**src/hdl/foc_clarke_park_svpwm_unit_macros.svh**
```systemverilog
// ------------------------------------------------------------------------
// FOC transform unit assertion macros
// Concurrent check wrappers for the asserting file.
// ------------------------------------------------------------------------
`ifndef FOC_CLARKE_PARK_SVPWM_UNIT_MACROS_SVH
`define FOC_CLARKE_PARK_SVPWM_UNIT_MACROS_SVH

// Same-cycle implication, masked while in reset
`define FCPS_CHECK(label, ante, cons, msg) \
  label: assert property (@(posedge clk) disable iff (rst) (ante) |-> (cons)) \
    else $error(msg);

// Next-cycle implication, active during reset as well
`define FCPS_CHECK_NEXT(label, ante, cons, msg) \
  label: assert property (@(posedge clk) (ante) |=> (cons)) else $error(msg);

`endif

```
**src/hdl/fcps_pkg.sv**
```systemverilog
// ------------------------------------------------------------------------
// FOC transform package
// Widths, Q.30 constants, beat structs and rounding/saturation helpers.
// ------------------------------------------------------------------------
package fcps_pkg;

  // Sample width (Q1.(DW-1)) and transform constant scale
  localparam int DW     = 16;
  localparam int KSHIFT = 30;
  localparam int NFLD   = 7;

  // Stream data width, padded to whole bytes
  localparam int TDW = ((NFLD * DW + 7) / 8) * 8;

  // Sum width for Clarke inputs, product width, wide accumulator width
  localparam int SW = DW + 2;
  localparam int PW = 2 * DW;
  localparam int WW = DW + KSHIFT + 3;

  // Mode codes
  localparam logic MODE_FWD = 1'b0;
  localparam logic MODE_INV = 1'b1;

  // 1/3, 1/sqrt(3), sqrt(3)/2 in Q.30, rounded to nearest
  localparam logic signed [WW-1:0] K_THIRD      = WW'(64'sd357913941);
  localparam logic signed [WW-1:0] K_INV_SQRT3  = WW'(64'sd619925131);
  localparam logic signed [WW-1:0] K_HALF_SQRT3 = WW'(64'sd929887697);

  // Rounding offsets and saturation bounds
  localparam logic signed [WW-1:0] HALF_K = WW'(64'sd1 <<< (KSHIFT - 1));
  localparam logic signed [WW-1:0] HALF_D = WW'(64'sd1 <<< (DW - 2));
  localparam logic signed [WW-1:0] SAT_HI = WW'((64'sd1 <<< (DW - 1)) - 64'sd1);
  localparam logic signed [WW-1:0] SAT_LO = WW'(-(64'sd1 <<< (DW - 1)));

  // One input sample set
  typedef struct packed {
    logic              mode;
    logic signed [DW-1:0] phase_a;
    logic signed [DW-1:0] phase_b;
    logic signed [DW-1:0] phase_c;
    logic signed [DW-1:0] axis_q;
    logic signed [DW-1:0] axis_d;
    logic signed [DW-1:0] sin_angle;
    logic signed [DW-1:0] cos_angle;
  } smp_t;

  // Front-end result handed to the back end
  typedef struct packed {
    logic              mode;
    logic signed [DW-1:0] sn;
    logic signed [DW-1:0] cs;
    logic signed [DW-1:0] alpha;
    logic signed [DW-1:0] beta;
    logic signed [WW-1:0] hb;     // beta * sqrt(3)/2 at Q.30 scale
  } ab_t;

  // One result set
  typedef struct packed {
    logic signed [DW-1:0] out_alpha;
    logic signed [DW-1:0] out_beta;
    logic signed [DW-1:0] out_q;
    logic signed [DW-1:0] out_d;
    logic signed [DW-1:0] out_a;
    logic signed [DW-1:0] out_b;
    logic signed [DW-1:0] out_c;
  } res_t;

  // Clamp a wide value to the sample range
  function automatic logic signed [DW-1:0] sat(input logic signed [WW-1:0] x);
    if (x > SAT_HI) begin
      return DW'(SAT_HI);
    end else if (x < SAT_LO) begin
      return DW'(SAT_LO);
    end
    return DW'(x);
  endfunction

  // Round half up, drop KSHIFT fraction bits
  function automatic logic signed [WW-1:0] rnd_k(input logic signed [WW-1:0] x);
    return (x + HALF_K) >>> KSHIFT;
  endfunction

  // Round half up, drop DW-1 fraction bits
  function automatic logic signed [WW-1:0] rnd_d(input logic signed [WW-1:0] x);
    return (x + HALF_D) >>> (DW - 1);
  endfunction

endpackage

```
**src/hdl/fcps_front.sv**
```systemverilog
// ------------------------------------------------------------------------
// FOC transform front end
// Three stages: forward Clarke or inverse Park, giving saturated alpha/beta.
// ------------------------------------------------------------------------
module fcps_front (
  input  logic               clk,
  input  logic               rst,
  input  logic               in_valid,
  output logic               in_ready,
  input  fcps_pkg::smp_t     in_smp,
  output logic               out_valid,
  input  logic               out_ready,
  output fcps_pkg::ab_t      out_ab
);

  typedef struct packed {
    logic                           mode;
    logic signed [fcps_pkg::DW-1:0] sn;
    logic signed [fcps_pkg::DW-1:0] cs;
    logic signed [fcps_pkg::SW-1:0] x;    // 2a - b - c
    logic signed [fcps_pkg::SW-1:0] y;    // b - c
    logic signed [fcps_pkg::PW-1:0] p0;   // s * vq
    logic signed [fcps_pkg::PW-1:0] p1;   // c * vd
    logic signed [fcps_pkg::PW-1:0] p2;   // c * vq
    logic signed [fcps_pkg::PW-1:0] p3;   // s * vd
  } st1_t;

  typedef struct packed {
    logic                           mode;
    logic signed [fcps_pkg::DW-1:0] sn;
    logic signed [fcps_pkg::DW-1:0] cs;
    logic signed [fcps_pkg::WW-1:0] mx;
    logic signed [fcps_pkg::WW-1:0] my;
    logic signed [fcps_pkg::DW-1:0] alpha_i;
    logic signed [fcps_pkg::DW-1:0] beta_i;
  } st2_t;

  st1_t          st1, st1_next;
  st2_t          st2, st2_next;
  fcps_pkg::ab_t st3, st3_next;
  logic          v1, v2, v3;
  logic          en1, en2, en3;

  // Stage enables: a stage loads when empty or when its beat moves on
  assign en3      = !v3 || out_ready;
  assign en2      = !v2 || en3;
  assign en1      = !v1 || en2;
  assign in_ready = en1;
  assign out_valid = v3;
  assign out_ab    = st3;

  // Stage 1: Clarke input sums, inverse Park products
  always_comb begin
    st1_next.mode = in_smp.mode;
    st1_next.sn   = in_smp.sin_angle;
    st1_next.cs   = in_smp.cos_angle;
    st1_next.x    = (fcps_pkg::SW'(in_smp.phase_a) <<< 1)
                    - fcps_pkg::SW'(in_smp.phase_b) - fcps_pkg::SW'(in_smp.phase_c);
    st1_next.y    = fcps_pkg::SW'(in_smp.phase_b) - fcps_pkg::SW'(in_smp.phase_c);
    st1_next.p0   = fcps_pkg::PW'(in_smp.sin_angle) * fcps_pkg::PW'(in_smp.axis_q);
    st1_next.p1   = fcps_pkg::PW'(in_smp.cos_angle) * fcps_pkg::PW'(in_smp.axis_d);
    st1_next.p2   = fcps_pkg::PW'(in_smp.cos_angle) * fcps_pkg::PW'(in_smp.axis_q);
    st1_next.p3   = fcps_pkg::PW'(in_smp.sin_angle) * fcps_pkg::PW'(in_smp.axis_d);
  end

  // Stage 2: Clarke constant products, inverse Park round and clamp
  always_comb begin
    st2_next.mode    = st1.mode;
    st2_next.sn      = st1.sn;
    st2_next.cs      = st1.cs;
    st2_next.mx      = fcps_pkg::WW'(st1.x) * fcps_pkg::K_THIRD;
    st2_next.my      = fcps_pkg::WW'(st1.y) * fcps_pkg::K_INV_SQRT3;
    st2_next.alpha_i = fcps_pkg::sat(fcps_pkg::rnd_d(
                         fcps_pkg::WW'(st1.p1) - fcps_pkg::WW'(st1.p0)));
    st2_next.beta_i  = fcps_pkg::sat(fcps_pkg::rnd_d(
                         fcps_pkg::WW'(st1.p2) + fcps_pkg::WW'(st1.p3)));
  end

  // Stage 3: Clarke round and clamp, beta scaling for inverse Clarke
  always_comb begin
    st3_next.mode = st2.mode;
    st3_next.sn   = st2.sn;
    st3_next.cs   = st2.cs;
    st3_next.hb   = fcps_pkg::WW'(st2.beta_i) * fcps_pkg::K_HALF_SQRT3;
    if (st2.mode == fcps_pkg::MODE_INV) begin
      st3_next.alpha = st2.alpha_i;
      st3_next.beta  = st2.beta_i;
    end else begin
      st3_next.alpha = fcps_pkg::sat(fcps_pkg::rnd_k(st2.mx));
      st3_next.beta  = fcps_pkg::sat(fcps_pkg::rnd_k(st2.my));
    end
  end

  // Valid bits
  always_ff @(posedge clk) begin
    if (rst) begin
      v1 <= 1'b0;
      v2 <= 1'b0;
      v3 <= 1'b0;
    end else begin
      if (en1) v1 <= in_valid;
      if (en2) v2 <= v1;
      if (en3) v3 <= v2;
    end
  end

  // Payload registers
  always_ff @(posedge clk) begin
    if (en1 && in_valid) st1 <= st1_next;
    if (en2 && v1)       st2 <= st2_next;
    if (en3 && v2)       st3 <= st3_next;
  end

endmodule

```
**config.mk**
```make
export PLATFORM = sky130hd
export DESIGN_NAME = fcps_front
export DESIGN_NICKNAME = d
export VERILOG_FILES = /design/src/hdl/foc_clarke_park_svpwm_unit_macros.svh /design/src/hdl/fcps_pkg.sv /design/src/hdl/fcps_front.sv
export SDC_FILE = /design/constraint.sdc
export NUM_CORES = 2
export LEC_CHECK = 0
export BUFFER_PORTS_ARGS = -buffer_cell sky130_fd_sc_hd__buf_2
export CAP_MARGIN = 20
export CORE_MARGIN = 4
export CORE_UTILIZATION = 35
export DETAILED_ROUTE_END_ITERATION = 8
export SLEW_MARGIN = 20
export SYNTH_ARGS = -nofsm -noshare
export SYNTH_HDL_FRONTEND = slang
export SYNTH_SLANG_ARGS = --single-unit
```
**constraint.sdc**
```tcl
create_clock -name clk -period 14.2 [get_ports clk]
set_clock_uncertainty 0.2 [all_clocks]
set_input_delay 2.13 -clock clk [delete_from_list [all_inputs] [get_ports clk]]
set_output_delay 2.13 -clock clk [all_outputs]
set_load 0.02 [all_outputs]
```
==> reports/summary.txt <==
status: complete, no violations
Root Driver: clkbuf_16
initial DRC count: 2433
first-pass GRT wire length: 328 mm
largest net degree at the start of global routing: 136
Num CTS Buffers: 55
Post-Syn Nets: 10200
cells resized by post-CTS repair: 0
commonest non-fill, non-tap cells in the layout: inv_1 (1981), fa_1 (1506), ha_1 (976), nand2_1 (651), and2_1 (445)
post-synthesis sequential area ratio: 15.9%
final hold violations: 0
CTS tree: done
CP Max Fanout: 18
Clock Path Buffers: 3
CTS H-tree lvls: 2
PortBufs: 232
Slew @ Worst Pin: 1.03 ns
1st-pass router iterations: 5
Setup CP Type: in -> reg
RSZ-0062 raised after global routing: false
Worst Hold Class: reg -> reg
total gr overflow: 0
warnings from Yosys: 0
Mapped Avg Cell Area: 10.2 sq um
Via density: 4.79
commonest non-fill, non-tap cell in the layout: inv_1
Final period util: 63.5%
MaxCap Viol Count: 0
Sink Count: 414
slowest CP cell: o41ai_1
vias in the first global route: 58200
Die Area: 230000 sq um
fin crit period: 9.02 ns
layout cells sized above 1: 5.14%
detailed-route wire length: 205 mm
HPWL after detailed placement: 166 mm
pins over their slew limit: 0
initial antenna violation count: 32
Mapped Cells: 7640
global placer's final weighted congestion: 0.912
Core ar.: 220000 sq um
CP required: 14.44 ns
Post-synth EDFFs: 411
Top Ports: 233
worst skew pair latency: 0.72 ns
DRC Markers: 0
asr flop ratio synth: 0%
Max Clk Rate: 111 MHz
Final #Nets: 10400
Yosys reg bits: 414
CP Launch Type: primary input
Rel. slew slack: 30.6%
Post-Syn Area: 77900 sq um
via count: 51600
most frequent CP cell: fa_1
row cnt: 172
Worst Path Arrival: 9.26 ns
CP startpoint: in_smp[9]
Main synth FF type: edfxtp_1
Final setup viols: 0
initial core utilization: 35.3%
Chip Width: 480 microns
clock-pin slew on the worst setup and hold paths: 0.06 ns
Hold Buf Count CTS: 0
Antenna Nets Post-Route: 0
crit path cell chain: buf_2 > buf_4 > nand2_1 > fa_1 > fa_1 > fa_1 > inv_1 > fa_1 > fa_1 > inv_1 > fa_1 > inv_1 > ha_1 > and4_1 > o211a_1 > o31a_1 > o41a_1 > o41ai_1 > o21ai_1 > nand2b_1 > a21oi_1 > a311o_1 > a21oi_1 > xnor2_1
reg2reg start: st2[1]$_DFFE_PP_
Chip Height: 480 microns
Post-CTS Setup Inserts: 0
drt wl/cell: 19.1 microns
GRT Total Usage: 18.3%
Worst Hold Launch: st2[137]$_DFFE_PP_
max incr delay on CP: 0.62 ns
Crit. End Element: flop
library cells used by synthesis: 73
Final TNS setup: 0 ns
area grow syn2layout: 8.24%
[registers in the layout (all words and copies together) (netlist names)]
| register | count |
|---|---|
| v2 | 1 |
| out_ab | 112 |
| st2 | 103 |
| st1 | 196 |
| out_valid | 1 |
| v1 | 1 |
[cells in the mapped netlist (all sizes together), types with 47 or more instances]
library cell / count / area (sq um)
clkbuf: 203 / 762
nand2b: 51 / 319
nand2: 651 / 2440
edfxtp: 411 / 12300
nor2b: 47 / 294
xnor2: 213 / 1870
xor2: 84 / 736
ha: 976 / 12200
inv: 1981 / 7440
and2: 445 / 2780
fa: 1506 / 30100
nor2: 170 / 638
a21o: 130 / 976
a21oi: 234 / 1180
o21ai: 113 / 566
[layer usage]
| metal | track usage (%) | routed length, microns |
|---|---|---|
| met5 | 0 | 83 |
| met4 | 4.66 | 5330 |
| met3 | 2.83 | 11000 |
| met2 | 33.0 | 104000 |
| met1 | 22.8 | 85100 |
[critical path, delay by kind of cell]
| family | cells | cell delay (ns) |
|---|---|---|
| xor+xnor | 1 | 0.08 |
| compound gates | 8 | 2.24 |
| simple gates | 3 | 0.51 |
| fa+ha+maj | 7 | 3.36 |
| buf+inv | 5 | 0.88 |
[path summary, 6_finish.rpt]
| check | endpoint | slack, ns | cells after the start |
|---|---|---|---|
| worst max-delay path | st1[62]$_DFFE_PP_ | 5.18 | 24 |
| worst min-delay path | out_ab[88]$_DFFE_PP_ | 0.21 | 0 |
| worst max register to register | out_ab[47]$_DFFE_PP_ | 6.29 | 21 |
| worst min register to register | out_ab[88]$_DFFE_PP_ | 0.21 | 0 |
[cell type report]
cell class	count	area, sq um
clock inverter	39	568
clock buffer	62	1400
sequential	414	12400
timing repair buffer	274	1490
inverter	1981	7440
antenna	8	20.0
tap	2958	3700
multi-input combinational	5036	57300
fill	21800	136000
[logic make-up (layout without fill, tap and decap cells)]
group                    Yosys count  count (layout)  synth area share (%)
adder cells (fa/ha/maj)         2482            2482                  54.4
flip-flops                       414             414                  15.9
other                              0               8                     0
buffers and inverters           2190            2356                  10.6
XOR/XNOR                         297             297                  3.34
AND/OR/NAND/NOR                 1542            1542                  9.67
AO/OA/AOI/OAI                    705             705                  5.93
multiplexers                      10              10                 0.141
[per-stage QoR]
stage	area [sq um]	cells	setup WS, ns	hold slack (ns)	util [%]
final	84300	10800	5.18	0.210	38.2
after global routing	84300	10800	4.85	0.207	38.2
after CTS	84200	10800	5.24	0.209	38.2
after detailed placement	82300	10700	4.48	0.205	37.3
after global placement	82300	10700	4.57	0.203	37.3
after floorplan	77900	7640	1.17	0.200	-
Power is left out: the tool's default activity adds up to more than one toggle a clock period on the data nets, which glitch-free logic cannot reach.
