$ cat src/hdl/foc_clarke_park_svpwm_unit_macros.svh
// ------------------------------------------------------------------------
// FOC transform unit assertion macros
// Concurrent check wrappers for the asserting file.
// ------------------------------------------------------------------------
`ifndef FOC_CLARKE_PARK_SVPWM_UNIT_MACROS_SVH
`define FOC_CLARKE_PARK_SVPWM_UNIT_MACROS_SVH

// Same-cycle implication, masked while in reset
`define FCPS_CHECK(label, ante, cons, msg) \
  label: assert property (@(posedge clk) disable iff (rst) (ante) |-> (cons)) \
    else $error(msg);

// Next-cycle implication, active during reset as well
`define FCPS_CHECK_NEXT(label, ante, cons, msg) \
  label: assert property (@(posedge clk) (ante) |=> (cons)) else $error(msg);

`endif

$ cat src/hdl/fcps_pkg.sv
// ------------------------------------------------------------------------
// FOC transform package
// Widths, Q.30 constants, beat structs and rounding/saturation helpers.
// ------------------------------------------------------------------------
package fcps_pkg;

  // Sample width (Q1.(DW-1)) and transform constant scale
  localparam int DW     = 16;
  localparam int KSHIFT = 30;
  localparam int NFLD   = 7;

  // Stream data width, padded to whole bytes
  localparam int TDW = ((NFLD * DW + 7) / 8) * 8;

  // Sum width for Clarke inputs, product width, wide accumulator width
  localparam int SW = DW + 2;
  localparam int PW = 2 * DW;
  localparam int WW = DW + KSHIFT + 3;

  // Mode codes
  localparam logic MODE_FWD = 1'b0;
  localparam logic MODE_INV = 1'b1;

  // 1/3, 1/sqrt(3), sqrt(3)/2 in Q.30, rounded to nearest
  localparam logic signed [WW-1:0] K_THIRD      = WW'(64'sd357913941);
  localparam logic signed [WW-1:0] K_INV_SQRT3  = WW'(64'sd619925131);
  localparam logic signed [WW-1:0] K_HALF_SQRT3 = WW'(64'sd929887697);

  // Rounding offsets and saturation bounds
  localparam logic signed [WW-1:0] HALF_K = WW'(64'sd1 <<< (KSHIFT - 1));
  localparam logic signed [WW-1:0] HALF_D = WW'(64'sd1 <<< (DW - 2));
  localparam logic signed [WW-1:0] SAT_HI = WW'((64'sd1 <<< (DW - 1)) - 64'sd1);
  localparam logic signed [WW-1:0] SAT_LO = WW'(-(64'sd1 <<< (DW - 1)));

  // One input sample set
  typedef struct packed {
    logic              mode;
    logic signed [DW-1:0] phase_a;
    logic signed [DW-1:0] phase_b;
    logic signed [DW-1:0] phase_c;
    logic signed [DW-1:0] axis_q;
    logic signed [DW-1:0] axis_d;
    logic signed [DW-1:0] sin_angle;
    logic signed [DW-1:0] cos_angle;
  } smp_t;

  // Front-end result handed to the back end
  typedef struct packed {
    logic              mode;
    logic signed [DW-1:0] sn;
    logic signed [DW-1:0] cs;
    logic signed [DW-1:0] alpha;
    logic signed [DW-1:0] beta;
    logic signed [WW-1:0] hb;     // beta * sqrt(3)/2 at Q.30 scale
  } ab_t;

  // One result set
  typedef struct packed {
    logic signed [DW-1:0] out_alpha;
    logic signed [DW-1:0] out_beta;
    logic signed [DW-1:0] out_q;
    logic signed [DW-1:0] out_d;
    logic signed [DW-1:0] out_a;
    logic signed [DW-1:0] out_b;
    logic signed [DW-1:0] out_c;
  } res_t;

  // Clamp a wide value to the sample range
  function automatic logic signed [DW-1:0] sat(input logic signed [WW-1:0] x);
    if (x > SAT_HI) begin
      return DW'(SAT_HI);
    end else if (x < SAT_LO) begin
      return DW'(SAT_LO);
    end
    return DW'(x);
  endfunction

  // Round half up, drop KSHIFT fraction bits
  function automatic logic signed [WW-1:0] rnd_k(input logic signed [WW-1:0] x);
    return (x + HALF_K) >>> KSHIFT;
  endfunction

  // Round half up, drop DW-1 fraction bits
  function automatic logic signed [WW-1:0] rnd_d(input logic signed [WW-1:0] x);
    return (x + HALF_D) >>> (DW - 1);
  endfunction

endpackage

$ cat src/hdl/fcps_back.sv
// ------------------------------------------------------------------------
// FOC transform back end
// Three stages: Park or inverse Clarke with min-max midpoint removal.
// ------------------------------------------------------------------------
module fcps_back (
  input  logic           clk,
  input  logic           rst,
  input  logic           in_valid,
  output logic           in_ready,
  input  fcps_pkg::ab_t  in_ab,
  output logic           out_valid,
  input  logic           out_ready,
  output fcps_pkg::res_t out_res
);

  typedef struct packed {
    logic                           mode;
    logic signed [fcps_pkg::DW-1:0] alpha;
    logic signed [fcps_pkg::DW-1:0] beta;
    logic signed [fcps_pkg::PW-1:0] p0;   // s * alpha
    logic signed [fcps_pkg::PW-1:0] p1;   // c * beta
    logic signed [fcps_pkg::PW-1:0] p2;   // c * alpha
    logic signed [fcps_pkg::PW-1:0] p3;   // s * beta
    logic signed [fcps_pkg::WW-1:0] pa;
    logic signed [fcps_pkg::WW-1:0] pb;
    logic signed [fcps_pkg::WW-1:0] pc;
  } st4_t;

  typedef struct packed {
    logic                           mode;
    logic signed [fcps_pkg::DW-1:0] alpha;
    logic signed [fcps_pkg::DW-1:0] beta;
    logic signed [fcps_pkg::DW-1:0] q;
    logic signed [fcps_pkg::DW-1:0] d;
    logic signed [fcps_pkg::WW-1:0] pa;
    logic signed [fcps_pkg::WW-1:0] pb;
    logic signed [fcps_pkg::WW-1:0] pc;
    logic signed [fcps_pkg::WW-1:0] mid;
  } st5_t;

  st4_t                           st4, st4_next;
  st5_t                           st5, st5_next;
  fcps_pkg::res_t                 st6, st6_next;
  logic                           v4, v5, v6;
  logic                           en4, en5, en6;
  logic signed [fcps_pkg::WW-1:0] ha;
  logic signed [fcps_pkg::WW-1:0] pmax, pmin;
  logic signed [fcps_pkg::WW:0]   psum;

  // Stage enables
  assign en6       = !v6 || out_ready;
  assign en5       = !v5 || en6;
  assign en4       = !v4 || en5;
  assign in_ready  = en4;
  assign out_valid = v6;
  assign out_res   = st6;

  // Stage 4: Park products, inverse Clarke phase sums at Q.30 scale
  always_comb begin
    ha             = fcps_pkg::WW'(in_ab.alpha) <<< (fcps_pkg::KSHIFT - 1);
    st4_next.mode  = in_ab.mode;
    st4_next.alpha = in_ab.alpha;
    st4_next.beta  = in_ab.beta;
    st4_next.p0    = fcps_pkg::PW'(in_ab.sn) * fcps_pkg::PW'(in_ab.alpha);
    st4_next.p1    = fcps_pkg::PW'(in_ab.cs) * fcps_pkg::PW'(in_ab.beta);
    st4_next.p2    = fcps_pkg::PW'(in_ab.cs) * fcps_pkg::PW'(in_ab.alpha);
    st4_next.p3    = fcps_pkg::PW'(in_ab.sn) * fcps_pkg::PW'(in_ab.beta);
    st4_next.pa    = fcps_pkg::WW'(in_ab.alpha) <<< fcps_pkg::KSHIFT;
    st4_next.pb    = in_ab.hb - ha;
    st4_next.pc    = -ha - in_ab.hb;
  end

  // Stage 5: Park round and clamp, midpoint of the phase extremes
  always_comb begin
    pmax = st4.pa;
    if (st4.pb > pmax) pmax = st4.pb;
    if (st4.pc > pmax) pmax = st4.pc;
    pmin = st4.pa;
    if (st4.pb < pmin) pmin = st4.pb;
    if (st4.pc < pmin) pmin = st4.pc;
    psum = (fcps_pkg::WW + 1)'(pmax) + (fcps_pkg::WW + 1)'(pmin);

    st5_next.mode  = st4.mode;
    st5_next.alpha = st4.alpha;
    st5_next.beta  = st4.beta;
    st5_next.pa    = st4.pa;
    st5_next.pb    = st4.pb;
    st5_next.pc    = st4.pc;
    st5_next.mid   = psum[fcps_pkg::WW:1];
    if (st4.mode == fcps_pkg::MODE_INV) begin
      st5_next.q = '0;
      st5_next.d = '0;
    end else begin
      st5_next.q = fcps_pkg::sat(fcps_pkg::rnd_d(
                     fcps_pkg::WW'(st4.p1) - fcps_pkg::WW'(st4.p0)));
      st5_next.d = fcps_pkg::sat(fcps_pkg::rnd_d(
                     fcps_pkg::WW'(st4.p2) + fcps_pkg::WW'(st4.p3)));
    end
  end

  // Stage 6: common-mode removal, round and clamp the phases
  always_comb begin
    st6_next.out_alpha = st5.alpha;
    st6_next.out_beta  = st5.beta;
    st6_next.out_q     = st5.q;
    st6_next.out_d     = st5.d;
    if (st5.mode == fcps_pkg::MODE_INV) begin
      st6_next.out_a = fcps_pkg::sat(fcps_pkg::rnd_k(st5.pa - st5.mid));
      st6_next.out_b = fcps_pkg::sat(fcps_pkg::rnd_k(st5.pb - st5.mid));
      st6_next.out_c = fcps_pkg::sat(fcps_pkg::rnd_k(st5.pc - st5.mid));
    end else begin
      st6_next.out_a = '0;
      st6_next.out_b = '0;
      st6_next.out_c = '0;
    end
  end

  // Valid bits
  always_ff @(posedge clk) begin
    if (rst) begin
      v4 <= 1'b0;
      v5 <= 1'b0;
      v6 <= 1'b0;
    end else begin
      if (en4) v4 <= in_valid;
      if (en5) v5 <= v4;
      if (en6) v6 <= v5;
    end
  end

  // Payload registers
  always_ff @(posedge clk) begin
    if (en4 && in_valid) st4 <= st4_next;
    if (en5 && v4)       st5 <= st5_next;
    if (en6 && v5)       st6 <= st6_next;
  end

endmodule

$ cat config.mk
export PLATFORM = sky130hd
export DESIGN_NAME = fcps_back
export DESIGN_NICKNAME = d
export VERILOG_FILES = /design/src/hdl/foc_clarke_park_svpwm_unit_macros.svh /design/src/hdl/fcps_pkg.sv /design/src/hdl/fcps_back.sv
export SDC_FILE = /design/constraint.sdc
export NUM_CORES = 2
export LEC_CHECK = 0
export BUFFER_PORTS_ARGS = -buffer_cell sky130_fd_sc_hd__buf_4
export CORE_MARGIN = 5
export CORE_UTILIZATION = 56
export CTS_CLUSTER_DIAMETER = 60
export DETAILED_ROUTE_END_ITERATION = 6
export PLACE_DENSITY = 0.75
export SYNTH_ARGS = -nofsm -noshare
export SYNTH_HDL_FRONTEND = slang
export SYNTH_SLANG_ARGS = --single-unit
$ cat constraint.sdc
create_clock -name clk -period 19.6 [get_ports clk]
set_input_delay 3.92 -clock clk [delete_from_list [all_inputs] [get_ports clk]]
set_output_delay 3.92 -clock clk [all_outputs]
set_load 0.02 [all_outputs]
==> flow_summary.rst <==
.. list-table::
   :header-rows: 1

   * - Metric
     - Value
   * - Run status
     - finished clean
   * - Final slew viol count
     - 0
   * - Pin count of the biggest net entering global routing
     - 129
   * - Sequential area share after synthesis
     - 23.2%
   * - Via count
     - 53500
   * - Standard cell with the maximum stage delay on the critical path
     - sky130_fd_sc_hd__a2111oi_0
   * - Crit path launch type
     - flip-flop
   * - Post-Synthesis Cells
     - 7524
   * - Proportion of synthesized area in mux cells
     - 0.253%
   * - Post-synthesis simple-gate area fraction
     - 12.4%
   * - Fillcell total
     - 10800
   * - Share of final-layout standard cells stronger than drive strength 1
     - 5.76%
   * - Number of ports placed on the die boundary
     - 232
   * - DRT Pass-1 Iters
     - 6
   * - Flop-to-flop setup slack
     - 8.93 ns
   * - Slew at the pin closest to its max-slew limit
     - 1.21 ns
   * - Residual DRC
     - 0
   * - Data required time at the worst endpoint
     - 20.05 ns
   * - Avg WL per Cell
     - 19.8 um
   * - Period Utilization, post-route
     - 54.4%
   * - Resized cells post-CTS
     - 0
   * - Reg-to-reg startpoint
     - st4[297]$_DFFE_PP_
   * - Count of buffers inserted at the top-level ports
     - 231
   * - DP Area
     - 0.0785 mm^2
   * - Delay contributed by the slowest stage of the critical path
     - 0.95 ns
   * - Clk_skew
     - 0.0321 ns
   * - Summed negative setup slack over all endpoints
     - 0 ns
   * - Post-route design area
     - 0.0815 mm^2
   * - Syn-to-layout area delta
     - 8.20%
   * - Clock-pin slew on the worst setup and hold paths
     - 0.06 ns
   * - Dominant combinational cell family by area after synthesis
     - adder cells
   * - Number of enable-type register cells in the synthesized netlist
     - 581
   * - Kind of critical path
     - flip-flop to flip-flop
   * - Gp weighted congestion
     - 0.920
   * - Drt initial violations
     - 3228
   * - Post-route minimum period
     - 10.67 ns
   * - Dominant synthesized flop cell
     - sky130_fd_sc_hd__edfxtp_1
   * - Synth warnings
     - 0
   * - Synth Area in XOR/XNOR
     - 3.87%
   * - Hold Startpoint
     - st5[198]$_SDFFCE_PP0P_
   * - Top fanout value on the critical path
     - 67
   * - Clock Sinks
     - 584
   * - Adder-cell share of the synthesized area
     - 43.0%
   * - Slew headroom
     - 18.5%
   * - Cell at the root of the clock tree
     - sky130_fd_sc_hd__clkbuf_16
   * - Antenna violations before repair
     - 23
   * - Wire length of the first global-routing pass
     - 299000 um
   * - Reg2Reg Capture Point
     - st5[43]$_DFFE_PP_
   * - Final Setup Violations
     - 0
   * - Half-perimeter wire length of the detailed placement result
     - 146000 um
   * - Mapped Avg Cell Area
     - 10.0 um^2
   * - Compound-cell area share of the yosys netlist
     - 9.20%
   * - Hold violation total from the final report
     - 0
   * - Net count after synthesis
     - 9598
   * - Max Cap Viol
     - 0
   * - Worst-skew pair later-pin latency
     - 0.71 ns
   * - Post-synth ARST share
     - 0%
   * - Combined global-route utilization of all metal layers
     - 26.7%
   * - Worst min-delay path endpoint
     - out_res[50]$_DFFE_PP_
   * - Synth Register Bits
     - 584
   * - Total area of multi-input combinational cells
     - 0.0518 mm^2
   * - RSZ-0062 raised after global routing
     - no
   * - Total wire length
     - 187000 um
   * - Post-CTS Setup Bufs
     - 0
   * - Starting Density
     - 56.4%
   * - Max Freq
     - 93.7 MHz
   * - Count of nets left with antenna violations after detail routing
     - 0
   * - Final WS setup
     - 8.93 ns
   * - Die span in x
     - 377 um
   * - Total core area
     - 0.134 mm^2
   * - Critical path data arrival time
     - 11.12 ns
   * - Die area
     - 0.142 mm^2
   * - Bufs on Longest Clock Path
     - 3
   * - Total of hold buffers inserted after clock tree synthesis
     - 0
   * - Worst R2R Path Depth
     - 35
   * - H-tree levels
     - 3
   * - Overall die height
     - 377 um
   * - CTS Buf Count
     - 85
   * - Clock tree from TritonCTS
     - built
   * - Number of global-route vias before repair
     - 57300
   * - Post-synthesis instance area
     - 0.0753 mm^2
   * - Number of cell rows
     - 134
   * - Sort of element at the end of the critical path
     - flip-flop
   * - Worst hold-check path type
     - flip-flop to flip-flop
   * - Post-layout nets
     - 9674
   * - Register Area
     - 0.0175 mm^2
   * - Pre-CTS worst setup slack
     - 8.38 ns
   * - Instance count along the most critical hold path
     - 0
   * - Ratio of routed vias to standard cells
     - 5.66
   * - Post-synth cell types
     - 88
   * - Total overflow reported by the global router
     - 0
[per-stage QoR]
stage / hold WS (ns) / instances / util, %
after floorplan: 0.400 / 7524 / -
after global placement: 0.402 / 9281 / 58.7
after detailed placement: 0.405 / 9281 / 58.7
after CTS: 0.413 / 9438 / 61.0
after global routing: 0.418 / 9444 / 61.0
final: 0.412 / 9454 / 61.0
[flip-flops by register name (all words and copies together), names as in the netlist]
signal,flops
out_res,112
out_valid,1
st4,258
st5,211
v5,1
v4,1
[synthesized netlist by cell type, types with 9 or more instances]
master / number / area (um^2)
sky130_fd_sc_hd__a21boi_0: 20 / 150
sky130_fd_sc_hd__o21ai_0: 224 / 1120
sky130_fd_sc_hd__xnor2_1: 232 / 2030
sky130_fd_sc_hd__nor2b_1: 42 / 263
sky130_fd_sc_hd__clkbuf_1: 245 / 920
sky130_fd_sc_hd__o31ai_1: 18 / 135
sky130_fd_sc_hd__or3_1: 17 / 106
sky130_fd_sc_hd__nand2_1: 815 / 3060
sky130_fd_sc_hd__a21oi_1: 343 / 1720
sky130_fd_sc_hd__edfxtp_1: 581 / 17400
sky130_fd_sc_hd__a211o_1: 18 / 158
sky130_fd_sc_hd__a21o_1: 161 / 1210
sky130_fd_sc_hd__xor2_1: 101 / 885
sky130_fd_sc_hd__o21a_1: 44 / 330
sky130_fd_sc_hd__nand4_1: 69 / 432
sky130_fd_sc_hd__nand3_1: 62 / 310
sky130_fd_sc_hd__or2_2: 18 / 113
sky130_fd_sc_hd__a211oi_1: 34 / 255
sky130_fd_sc_hd__o21bai_1: 46 / 345
sky130_fd_sc_hd__fa_1: 1050 / 21000
sky130_fd_sc_hd__and2_1: 405 / 2530
sky130_fd_sc_hd__mux2i_1: 19 / 190
sky130_fd_sc_hd__o21ai_1: 9 / 45.0
sky130_fd_sc_hd__a31oi_1: 32 / 200
sky130_fd_sc_hd__a2111oi_0: 9 / 78.8
sky130_fd_sc_hd__o211ai_1: 18 / 135
sky130_fd_sc_hd__nand2b_1: 93 / 582
sky130_fd_sc_hd__and4_1: 10 / 87.6
sky130_fd_sc_hd__nor2_1: 259 / 972
sky130_fd_sc_hd__nor4_1: 23 / 144
sky130_fd_sc_hd__inv_1: 1359 / 5100
sky130_fd_sc_hd__nor3_1: 55 / 275
sky130_fd_sc_hd__and3_1: 35 / 219
sky130_fd_sc_hd__ha_1: 906 / 11300
[placed cells by master, fill, tap and decap left out, drive strengths merged, types with 16 or more instances in the layout]
cell | netlist | final
and2 | 405 | 405
or2 | 19 | 19
nor2 | 259 | 259
buf | 12 | 247
diode | 0 | 16
inv | 1359 | 1379
a211o | 18 | 18
and3 | 35 | 35
ha | 906 | 906
nor4 | 23 | 23
a31oi | 33 | 33
o31ai | 20 | 20
edfxtp | 581 | 581
nor3 | 55 | 55
clkinv | 0 | 29
nand3 | 62 | 62
o21bai | 46 | 46
nand4 | 69 | 69
a211oi | 37 | 37
a21boi | 21 | 21
nor2b | 42 | 42
fa | 1050 | 1050
mux2i | 19 | 19
a21o | 161 | 161
a21oi | 348 | 348
nand2 | 815 | 815
xnor2 | 232 | 232
o211ai | 19 | 19
nand2b | 93 | 93
o21a | 45 | 45
clkbuf | 246 | 91
o21ai | 234 | 234
or3 | 17 | 17
xor2 | 101 | 101
[worst max-delay path: cells and delay by family, from the launching register on]
| family | cells | cell delay, ns |
|---|---|---|
| simple gates | 5 | 0.77 |
| fa+ha+maj | 3 | 0.89 |
| flops | 1 | 0.50 |
| xor+xnor | 1 | 0.16 |
| mux | 1 | 0.24 |
| compound gates | 21 | 6.58 |
| buf+inv | 4 | 1.15 |
[how the worst max path moves through the flow]
| stage | from | endpoint | slack, ns | depth (start not counted) |
|---|---|---|---|---|
| final | st4[297]$_DFFE_PP_ | st5[43]$_DFFE_PP_ | 8.93 | 35 |
| after global routing | st4[295]$_DFFE_PP_ | st5[47]$_DFFE_PP_ | 8.24 | 36 |
| after CTS | st4[81]$_DFFE_PP_ | st5[47]$_DFFE_PP_ | 8.94 | 35 |
| after detailed placement | in_ab[66] | st4[273]$_DFFE_PP_ | 8.38 | 24 |
| after global placement | in_ab[66] | st4[273]$_DFFE_PP_ | 8.44 | 24 |
| after floorplan | out_ready | st4[10]$_DFFE_PP_ | 1.76 | 2 |
[layout make-up]
cell class	instances	area share [%]
well taps	1768	2.71
repair buffers	247	2.29
diodes	16	0.0491
clock inverters	66	0.981
clock buffers	91	2.64
inverters	1359	6.26
multi-input cells	5323	63.6
flip-flops and latches	584	21.5
[per-layer routing]
metal / vias to the layer above / GRT usage, % / wire length, um
met3: 448 / 4.34 / 12200
met5: - / 0 / 27
met1: 26700 / 32.6 / 73300
li1: 24600 / - / -
met4: 4 / 12.6 / 9160
met2: 1677 / 46.6 / 92400
[cell families after synthesis]
family,Yosys count
buffers and inverters,1617
adders and majority gates,1956
muxes,19
xor gates and xnor gates,333
DFF,584
and+or+nand+nor,1932
AOI/OAI and AO/OA,1083
Power is not shown: default switching activity piles up to over one toggle a cycle in this logic, so the estimate is an artifact.
